===== src/design/mbe_pkg.sv =====
// ----------------------------------------------------------------------------
// mbe_pkg: shared definitions for the escape-time unit
// Fixed-point format, saturation helper and the sequencer control store.
// ----------------------------------------------------------------------------
package mbe_pkg;

    localparam int FRACTION_BITS = 28;
    localparam int COORD_W       = 32;
    localparam int PROD_W        = 2 * COORD_W;
    localparam int PIX_W         = 10;
    localparam int STEP_REG_W    = 31;
    localparam int ITER_W        = 16;
    localparam int COLOR_W       = 4;
    localparam int CFG_IDX_W     = 3;
    localparam int STEP_W        = 4;

    // escape threshold 4.0 at 2*FRACTION_BITS fraction bits, all ones if it does not fit
    localparam int          THR_SHIFT = 2 * FRACTION_BITS + 2;
    localparam logic [63:0] ESC_THR   = (THR_SHIFT <= 63) ? (64'd1 << THR_SHIFT) : {64{1'b1}};

    // register indexes of the configuration port
    localparam logic [CFG_IDX_W-1:0] REG_REAL_MIN  = 3'd0;
    localparam logic [CFG_IDX_W-1:0] REG_IMAG_MIN  = 3'd1;
    localparam logic [CFG_IDX_W-1:0] REG_REAL_STEP = 3'd2;
    localparam logic [CFG_IDX_W-1:0] REG_IMAG_STEP = 3'd3;
    localparam logic [CFG_IDX_W-1:0] REG_MAX_ITER  = 3'd4;

    // program addresses
    localparam logic [STEP_W-1:0] STEP_IDLE = 4'd0;
    localparam logic [STEP_W-1:0] STEP_LOOP = 4'd4;
    localparam logic [STEP_W-1:0] STEP_DONE = 4'd8;

    typedef enum logic [2:0] {
        MUL_NONE,
        MUL_PX_RSTEP,
        MUL_PY_ISTEP,
        MUL_ZR_ZR,
        MUL_ZI_ZI,
        MUL_ZR_ZI
    } t_mul_sel;

    typedef enum logic [2:0] {
        SEQ_NEXT,
        SEQ_WAIT_IN,
        SEQ_EXIT,
        SEQ_GOTO,
        SEQ_EMIT
    } t_seq;

    typedef struct packed {
        t_mul_sel          mul_sel;
        logic              ld_cr;
        logic              ld_ci;
        logic              ld_sq;
        logic              ld_diff;
        logic              upd_z;
        t_seq              seq;
        logic [STEP_W-1:0] target;
    } t_uword;

    // control store: one word per step
    function automatic t_uword mbe_ucode(input logic [STEP_W-1:0] step);
        t_uword w;
        w = '{mul_sel: MUL_NONE, ld_cr: 1'b0, ld_ci: 1'b0, ld_sq: 1'b0, ld_diff: 1'b0,
              upd_z: 1'b0, seq: SEQ_GOTO, target: STEP_IDLE};
        unique case (step)
            4'd0: begin
                w.seq = SEQ_WAIT_IN;
            end
            4'd1: begin
                w.mul_sel = MUL_PX_RSTEP;
                w.seq     = SEQ_NEXT;
            end
            4'd2: begin
                w.mul_sel = MUL_PY_ISTEP;
                w.ld_cr   = 1'b1;
                w.seq     = SEQ_NEXT;
            end
            4'd3: begin
                w.ld_ci = 1'b1;
                w.seq   = SEQ_NEXT;
            end
            4'd4: begin
                w.mul_sel = MUL_ZR_ZR;
                w.seq     = SEQ_NEXT;
            end
            4'd5: begin
                w.mul_sel = MUL_ZI_ZI;
                w.ld_sq   = 1'b1;
                w.seq     = SEQ_NEXT;
            end
            4'd6: begin
                w.mul_sel = MUL_ZR_ZI;
                w.ld_diff = 1'b1;
                w.seq     = SEQ_EXIT;
                w.target  = STEP_DONE;
            end
            4'd7: begin
                w.upd_z  = 1'b1;
                w.seq    = SEQ_GOTO;
                w.target = STEP_LOOP;
            end
            4'd8: begin
                w.seq    = SEQ_EMIT;
                w.target = STEP_IDLE;
            end
            default: begin
                w.seq    = SEQ_GOTO;
                w.target = STEP_IDLE;
            end
        endcase
        return w;
    endfunction

    // clamp a wide signed value into the coordinate range
    function automatic logic signed [COORD_W-1:0] sat32(input logic signed [PROD_W-1:0] v);
        logic signed [PROD_W-1:0] hi;
        logic signed [PROD_W-1:0] lo;
        hi = PROD_W'(64'sd2147483647);
        lo = PROD_W'(-64'sd2147483648);
        if (v > hi) begin
            return hi[COORD_W-1:0];
        end else if (v < lo) begin
            return lo[COORD_W-1:0];
        end
        return v[COORD_W-1:0];
    endfunction

endpackage


===== src/design/mandelbrot_escape_time_unit.sv =====
// ----------------------------------------------------------------------------
// mandelbrot_escape_time_unit
// Escape-time count for one pixel, run by a microcoded sequencer over one
// shared 32x32 multiplier.
// ----------------------------------------------------------------------------
// one pixel at a time: the next pixel is taken only after the last result has been
//   loaded into the output register; each z update takes four steps of
//   the single shared multiplier (zr*zr, zi*zi, zr*zi, then the update)
// a finished result waits in the output register while the next pixel starts
// reset (synchronous, active low): sequencer to idle, output empty, window
//   registers to their default view, limit 200
module mandelbrot_escape_time_unit
    import mbe_pkg::*;
(
    input  logic                 i_clk,
    input  logic                 i_rst_n,
    // pixel input stream
    input  logic                 s_axis_tvalid,
    output logic                 s_axis_tready,
    input  logic [23:0]          s_axis_tdata,   // pixel_x[9:0], pixel_y[19:10], zero pad
    // result output stream
    output logic                 m_axis_tvalid,
    input  logic                 m_axis_tready,
    output logic [39:0]          m_axis_tdata,   // out_x[9:0], out_y[19:10],
                                                 // iteration_count[35:20], palette_color[39:36]
    // configuration write port
    input  logic                 i_cfg_we,
    input  logic [CFG_IDX_W-1:0] i_cfg_idx,
    input  logic [COORD_W-1:0]   i_cfg_data
);

    // configuration registers
    logic signed [COORD_W-1:0]    r_real_min;
    logic signed [COORD_W-1:0]    r_imag_min;
    logic        [STEP_REG_W-1:0] r_real_step;
    logic        [STEP_REG_W-1:0] r_imag_step;
    logic        [ITER_W-1:0]     r_max_iter;

    // sequencer
    logic [STEP_W-1:0] r_step;
    logic [STEP_W-1:0] n_step;
    t_uword            w_uw;

    // datapath
    logic        [PIX_W-1:0]   r_px;
    logic        [PIX_W-1:0]   r_py;
    logic signed [COORD_W-1:0] r_cr;
    logic signed [COORD_W-1:0] r_ci;
    logic signed [COORD_W-1:0] r_zr;
    logic signed [COORD_W-1:0] r_zi;
    logic signed [PROD_W-1:0]  r_prod;
    logic signed [PROD_W-1:0]  r_sq_r;
    logic signed [PROD_W-1:0]  r_diff;
    logic        [ITER_W-1:0]  r_k;
    logic signed [COORD_W-1:0] w_mul_a;
    logic signed [COORD_W-1:0] w_mul_b;
    logic        [PROD_W-1:0]  w_mag;
    logic                      w_exit;
    logic                      w_in_xfer;
    logic                      w_out_load;

    // output register
    logic              r_out_valid;
    logic [PIX_W-1:0]  r_out_x;
    logic [PIX_W-1:0]  r_out_y;
    logic [ITER_W-1:0] r_out_k;

    assign w_uw = mbe_ucode(r_step);

    // new pixels only enter at the idle step
    assign s_axis_tready = (w_uw.seq == SEQ_WAIT_IN);
    assign w_in_xfer     = s_axis_tvalid && s_axis_tready;

    // result slot is free when empty or being drained this cycle
    assign w_out_load = (w_uw.seq == SEQ_EMIT) && (!r_out_valid || m_axis_tready);

    // operand select for the shared multiplier
    always_comb begin
        w_mul_a = '0;
        w_mul_b = '0;
        unique case (w_uw.mul_sel)
            MUL_NONE: begin
            end
            MUL_PX_RSTEP: begin
                w_mul_a = $signed(COORD_W'(r_px));
                w_mul_b = $signed(COORD_W'(r_real_step));
            end
            MUL_PY_ISTEP: begin
                w_mul_a = $signed(COORD_W'(r_py));
                w_mul_b = $signed(COORD_W'(r_imag_step));
            end
            MUL_ZR_ZR: begin
                w_mul_a = r_zr;
                w_mul_b = r_zr;
            end
            MUL_ZI_ZI: begin
                w_mul_a = r_zi;
                w_mul_b = r_zi;
            end
            MUL_ZR_ZI: begin
                w_mul_a = r_zr;
                w_mul_b = r_zi;
            end
            default: begin
            end
        endcase
    end

    // |z|^2 of the current z: zr^2 held in r_sq_r, zi^2 just landed in r_prod
    assign w_mag  = $unsigned(r_sq_r) + $unsigned(r_prod);
    // no exit before the first update; count saturates at the limit
    assign w_exit = (r_k != '0) && ((r_k >= r_max_iter) || (w_mag > ESC_THR));

    // step counter with conditional jumps
    always_comb begin
        n_step = r_step;
        unique case (w_uw.seq)
            SEQ_NEXT: begin
                n_step = r_step + 1'b1;
            end
            SEQ_WAIT_IN: begin
                if (w_in_xfer) begin
                    n_step = r_step + 1'b1;
                end
            end
            SEQ_EXIT: begin
                n_step = w_exit ? w_uw.target : r_step + 1'b1;
            end
            SEQ_GOTO: begin
                n_step = w_uw.target;
            end
            SEQ_EMIT: begin
                if (w_out_load) begin
                    n_step = w_uw.target;
                end
            end
            default: begin
                n_step = STEP_IDLE;
            end
        endcase
    end

    always_ff @(posedge i_clk) begin
        if (!i_rst_n) begin
            r_step <= STEP_IDLE;
        end else begin
            r_step <= n_step;
        end
    end

    // configuration registers
    always_ff @(posedge i_clk) begin
        if (!i_rst_n) begin
            r_real_min  <= -32'sd200285062;
            r_imag_min  <= 32'sd30054034;
            r_real_step <= 31'd777;
            r_imag_step <= 31'd1100;
            r_max_iter  <= 16'd200;
        end else if (i_cfg_we) begin
            case (i_cfg_idx)
                REG_REAL_MIN:  r_real_min  <= i_cfg_data;
                REG_IMAG_MIN:  r_imag_min  <= i_cfg_data;
                REG_REAL_STEP: r_real_step <= i_cfg_data[STEP_REG_W-1:0];
                REG_IMAG_STEP: r_imag_step <= i_cfg_data[STEP_REG_W-1:0];
                REG_MAX_ITER:  r_max_iter  <= i_cfg_data[ITER_W-1:0];
                default: begin
                end
            endcase
        end
    end

    // datapath, driven by the control word
    always_ff @(posedge i_clk) begin
        r_prod <= w_mul_a * w_mul_b;
        if (w_in_xfer) begin
            r_px <= s_axis_tdata[PIX_W-1:0];
            r_py <= s_axis_tdata[2*PIX_W-1:PIX_W];
        end
        // c = min + pixel * step, clamped
        if (w_uw.ld_cr) begin
            r_cr <= sat32(PROD_W'(r_real_min) + r_prod);
        end
        if (w_uw.ld_ci) begin
            r_ci <= sat32(PROD_W'(r_imag_min) + r_prod);
            r_zr <= '0;
            r_zi <= '0;
            r_k  <= '0;
        end
        if (w_uw.ld_sq) begin
            r_sq_r <= r_prod;
        end
        // zr^2 - zi^2, each floored back to the coordinate scale
        if (w_uw.ld_diff) begin
            r_diff <= (r_sq_r >>> FRACTION_BITS) - (r_prod >>> FRACTION_BITS);
        end
        // z = z*z + c; r_prod holds zr*zi, scaled by one bit less for the doubling
        if (w_uw.upd_z) begin
            r_zr <= sat32(r_diff + PROD_W'(r_cr));
            r_zi <= sat32((r_prod >>> (FRACTION_BITS - 1)) + PROD_W'(r_ci));
            r_k  <= r_k + 1'b1;
        end
    end

    // output register
    always_ff @(posedge i_clk) begin
        if (!i_rst_n) begin
            r_out_valid <= 1'b0;
        end else if (w_out_load) begin
            r_out_valid <= 1'b1;
        end else if (m_axis_tready) begin
            r_out_valid <= 1'b0;
        end
    end

    always_ff @(posedge i_clk) begin
        if (w_out_load) begin
            r_out_x <= r_px;
            r_out_y <= r_py;
            r_out_k <= r_k;
        end
    end

    assign m_axis_tvalid = r_out_valid;
    assign m_axis_tdata  = {r_out_k[COLOR_W-1:0], r_out_k, r_out_y, r_out_x};

endmodule


===== config.mk =====
export PLATFORM = sky130hd
export DESIGN_NAME = mandelbrot_escape_time_unit
export DESIGN_NICKNAME = d
export VERILOG_FILES = /design/src/design/mbe_pkg.sv /design/src/design/mandelbrot_escape_time_unit.sv
export SDC_FILE = /design/constraint.sdc
export NUM_CORES = 2
export LEC_CHECK = 0
export ABC_CLOCK_PERIOD_IN_PS = 14100
export BUFFER_PORTS_ARGS = -buffer_cell sky130_fd_sc_hd__buf_2
export CAP_MARGIN = 30
export CORE_ASPECT_RATIO = 0.5
export CORE_UTILIZATION = 60
export DETAILED_ROUTE_END_ITERATION = 10
export PLACE_DENSITY_LB_ADDON = 0.15
export SLEW_MARGIN = 20
export SYNTH_ARGS = -nofsm -noshare
export SYNTH_HDL_FRONTEND = slang
export SYNTH_SLANG_ARGS = --single-unit

===== constraint.sdc =====
create_clock -name i_clk -period 14.1 [get_ports i_clk]
set_input_delay 0.705 -clock i_clk [delete_from_list [all_inputs] [get_ports i_clk]]
set_output_delay 0.705 -clock i_clk [all_outputs]
set_load 0.1 [all_outputs]

==> results.rst <==
.. list-table::
   :header-rows: 1

   * - Metric
     - Value
   * - Critical Path AT
     - 12640 ps
   * - Slew Viols, Final
     - 0
   * - Number of top-level design ports
     - ~110
   * - Final routed wirelength across all metal layers
     - 256000 um
   * - Area share of the largest cell type after synthesis
     - 0.302
   * - Syn Area/Cell
     - just under 9 um^2
   * - Clk Latency, worst-skew pair
     - 660 ps
   * - Min-Delay Startpoint
     - s_axis_tdata[18]
   * - Pwr dens
     - 99.7 mW/mm^2
   * - Fraction of layout instances using a drive strength above 1
     - 0.0569
   * - Max-slew headroom at the worst pin
     - 0.228
   * - Leading cell type in the layout, fill and taps excluded
     - sky130_fd_sc_hd__nand2_1
   * - Maximum vdd ir drop
     - 120 uV
   * - Count of cell types in the netlist
     - 104
   * - Count of buffers inserted at the top-level ports
     - roughly 100
   * - Final layout net count
     - 9803
   * - Library cell appearing most often on the critical path
     - sky130_fd_sc_hd__fa_1
   * - Clk Tree Root Cell
     - sky130_fd_sc_hd__clkbuf_16
   * - Total of flip-flops plus latches after synthesis
     - between 500 and 600
   * - Die X
     - a little under 500 um
   * - DRC
     - 0
   * - Area grow syn2layout
     - 6.01%
   * - Top achievable clock speed
     - 0.0827 GHz
   * - Remaining global-route overflow
     - 0
   * - Antenna violations before repair
     - 13
   * - First-pass detailed-route iteration total
     - 7
   * - Count of endpoints failing hold in the final timing report
     - 0
   * - Deepest clock path buffer count
     - 3
   * - Startpoint class of the critical path
     - register
   * - Worst Hold End
     - r_py[8]
   * - Crit path capture type
     - register
   * - Number of endpoints failing setup at the final stage
     - 0
   * - Die boundary height
     - 247 um
   * - Biggest cell delay along the critical path
     - roughly 850 ps
   * - TritonCTS Sinks
     - roughly 510
   * - Max-cap violation count
     - 0
   * - EDFF count, synth
     - 301
   * - Launching point of the worst reg2reg path
     - r_step[0]
   * - Min-Delay Path Class
     - in -> reg
   * - DRC marker count from the first detailed-route iteration
     - 7542
   * - Sequential-to-total area share from yosys stat
     - 0.184
   * - Period minus WS final
     - approximately 12000 ps
   * - Endpoint of the worst-slack reg-to-reg timing path
     - r_prod[59]
   * - CORE AREA
     - 0.118 mm^2
   * - Leak
     - 35.6 nW
   * - Gates resized, CTS repair
     - 0
   * - Area of the die
     - 0.122 mm^2
   * - Worst Path Max Fanout
     - 33
   * - FF-to-FF path depth
     - 36
   * - Via-per-instance ratio
     - 6.22
   * - Required time of the worst setup path
     - 14650 ps
   * - Number of vias after detailed routing
     - 60900
   * - Clock edge transition at the registers on the reported setup and hold paths
     - 70 ps
   * - Worst setup path category
     - reg -> reg
   * - Overall fraction of global-route tracks in use
     - 0.425
   * - Instance area at placement
     - 0.0745 mm^2
   * - Final instance area
     - 0.0764 mm^2
   * - Number of warnings issued by yosys
     - 0
   * - Top area cells in the synthesized netlist
     - sky130_fd_sc_hd__fa_1, sky130_fd_sc_hd__edfxtp_1, sky130_fd_sc_hd__ha_1
   * - Max stage delay cell, worst path
     - sky130_fd_sc_hd__nor2b_4
   * - Syn nets
     - 9867
   * - Weighted congestion at the end of routability-driven global placement
     - slightly above 1
   * - Biggest area consumer among synthesized cells
     - sky130_fd_sc_hd__fa_1
   * - Run status
     - finished clean
   * - Cts bufs inserted
     - 53
   * - Avg WL per Cell
     - 26.2 um
   * - Vias in the first global route
     - just under 60000
   * - FP Rows
     - 89
   * - Number of instances in the synthesized netlist
     - 8210
   * - Initial standard-cell utilization of the core
     - 0.608
   * - Share of async-settable or async-resettable flops after synthesis
     - 0
   * - Largest net degree at the start of global routing
     - 84
   * - CTS H-tree depth
     - 2
   * - Worst reg-to-reg setup slack
     - 2010 ps
   * - Number of cells on the worst hold path
     - 1
   * - Wire length of the first global-routing pass
     - about 380000 um
   * - Setup tns final
     - 0 ps
   * - CTS Hold Buffers Added
     - 0
   * - Buffers inserted during post-CTS setup optimization
     - 0
   * - Worst Skew
     - roughly 53 ps
   * - Sum of net half-perimeters after detailed placement
     - around 200000 um
   * - TritonCTS clock tree
     - built
   * - Number of nets still failing antenna checks after routing
     - 0
   * - Commonest non-fill, non-tap cells in the layout
     - sky130_fd_sc_hd__nand2_1, sky130_fd_sc_hd__inv_1, sky130_fd_sc_hd__fa_1
   * - Post-Synthesis Cell Area
     - 0.0721 mm^2
   * - Dominant register cell in the synthesized netlist
     - sky130_fd_sc_hd__edfxtp_1
   * - Actual transition at the worst max-transition pin
     - 1150 ps
   * - Final clock period utilization by the worst path
     - 0.857
   * - Unrepaired setup endpoints after global routing
     - no
where the power goes:
group | leakage [nW] | internal (W) | switching, W
registers | 4.36 | 0.00182 | 0.000187
logic | 30.3 | 0.00130 | 0.00283
clock network | 0.895 | 0.000817 | 0.000664
total | 35.6 | 0.00394 | 0.00368
synthesized netlist by cell type, types with 41 or more instances:
master,instances
sky130_fd_sc_hd__xor2_1,109
sky130_fd_sc_hd__o21ai_0,242
sky130_fd_sc_hd__nor3_1,79
sky130_fd_sc_hd__a211oi_1,47
sky130_fd_sc_hd__nor2_1,790
sky130_fd_sc_hd__ha_1,505
sky130_fd_sc_hd__inv_1,1160
sky130_fd_sc_hd__nand4_1,117
sky130_fd_sc_hd__fa_1,1088
sky130_fd_sc_hd__nor2b_1,56
sky130_fd_sc_hd__nand2_1,1181
sky130_fd_sc_hd__a21boi_0,119
sky130_fd_sc_hd__o21a_1,62
sky130_fd_sc_hd__o21bai_1,55
sky130_fd_sc_hd__a21oi_1,414
sky130_fd_sc_hd__edfxtp_1,301
sky130_fd_sc_hd__clkbuf_1,346
sky130_fd_sc_hd__xnor2_1,194
sky130_fd_sc_hd__nand2b_1,53
sky130_fd_sc_hd__dfxtp_1,211
sky130_fd_sc_hd__o21ai_1,41
sky130_fd_sc_hd__nor4_1,42
sky130_fd_sc_hd__a21o_1,219
sky130_fd_sc_hd__nand3_1,146
worst max path at each step:
stage,start,slack (ps),to
global placement,r_step[0],2430,r_prod[63]
floorplan,r_step[0],3910,r_prod[58]
detailed placement,r_step[0],2340,r_prod[59]
global route,r_step[0],1520,r_prod[59]
CTS,r_step[0],2250,r_prod[59]
finish,r_step[0],2010,r_prod[59]
registers in the layout (all words and copies together), names as in the netlist:
register	cells
r_ci	32
r_out_k	16
r_prod	64
r_out_y	10
r_cr	32
r_real_step	31
r_real_min	32
r_zi	32
r_max_iter	16
r_k	16
r_px	10
r_imag_min	32
r_out_x	10
r_imag_step	31
r_zr	32
m_axis_tvalid	1
r_diff	37
r_py	10
r_sq_r	64
r_step	4
layout make-up:
class | instances | area, um^2
Inverter | 1167 | 4380
Clock inverter | 33 | 324
Multi-Input combinational cell | 6129 | 53000
Timing Repair Buffer | 283 | 1930
Fill cell | 10300 | 42100
Tap cell | 1592 | 1990
Sequential cell | 512 | 13300
Clock buffer | 67 | 1490
Antenna cell | 6 | 15.0
routing by layer:
metal  up-vias  wire length [um]  global-route usage
met5         -                80                   0
met2      3588            103000               0.602
met4        10             13400               0.185
met1     29900            103000               0.586
li1      26800                 -                   -
met3       635             36800               0.149
cell families (layout without fill, tap and decap cells):
group           count (synthesis)  in the layout  synth area share
buf+inv                      1569           1550            0.0828
simple gates                 2681           2681             0.164
other cells                     0              6                 0
fa+ha+maj                    1593           1593             0.390
mux                            23             23           0.00325
xor+xnor                      303            303            0.0368
compound gates               1529           1529             0.140
flops                         512            512             0.184
metrics by stage:
| step | hold slack (ps) | util | power, W | setup WS (ps) | std cells |
|---|---|---|---|---|---|
| global route | 198 | 0.645 | 0.00793 | 1520 | 9783 |
| detailed placement | 455 | 0.629 | 0.00597 | 2340 | 9677 |
| finish | 212 | 0.645 | 0.00762 | 2010 | 9789 |
| global placement | 452 | 0.628 | 0.00594 | 2430 | 9671 |
| CTS | 192 | 0.644 | 0.00746 | 2250 | 9777 |
| floorplan | 426 | - | 0.00454 | 3910 | 8210 |
worst max-delay path: cells and delay by family, from the launching register on:
kind,cells,cell delay [ps]
AND/OR/NAND/NOR,9,3400
buffers and inverters,7,630
flip-flops,1,370
XOR/XNOR,1,140
adder cells (fa/ha/maj),10,4930
AO/OA/AOI/OAI,9,2480
Power figures use the tool's default switching activity.
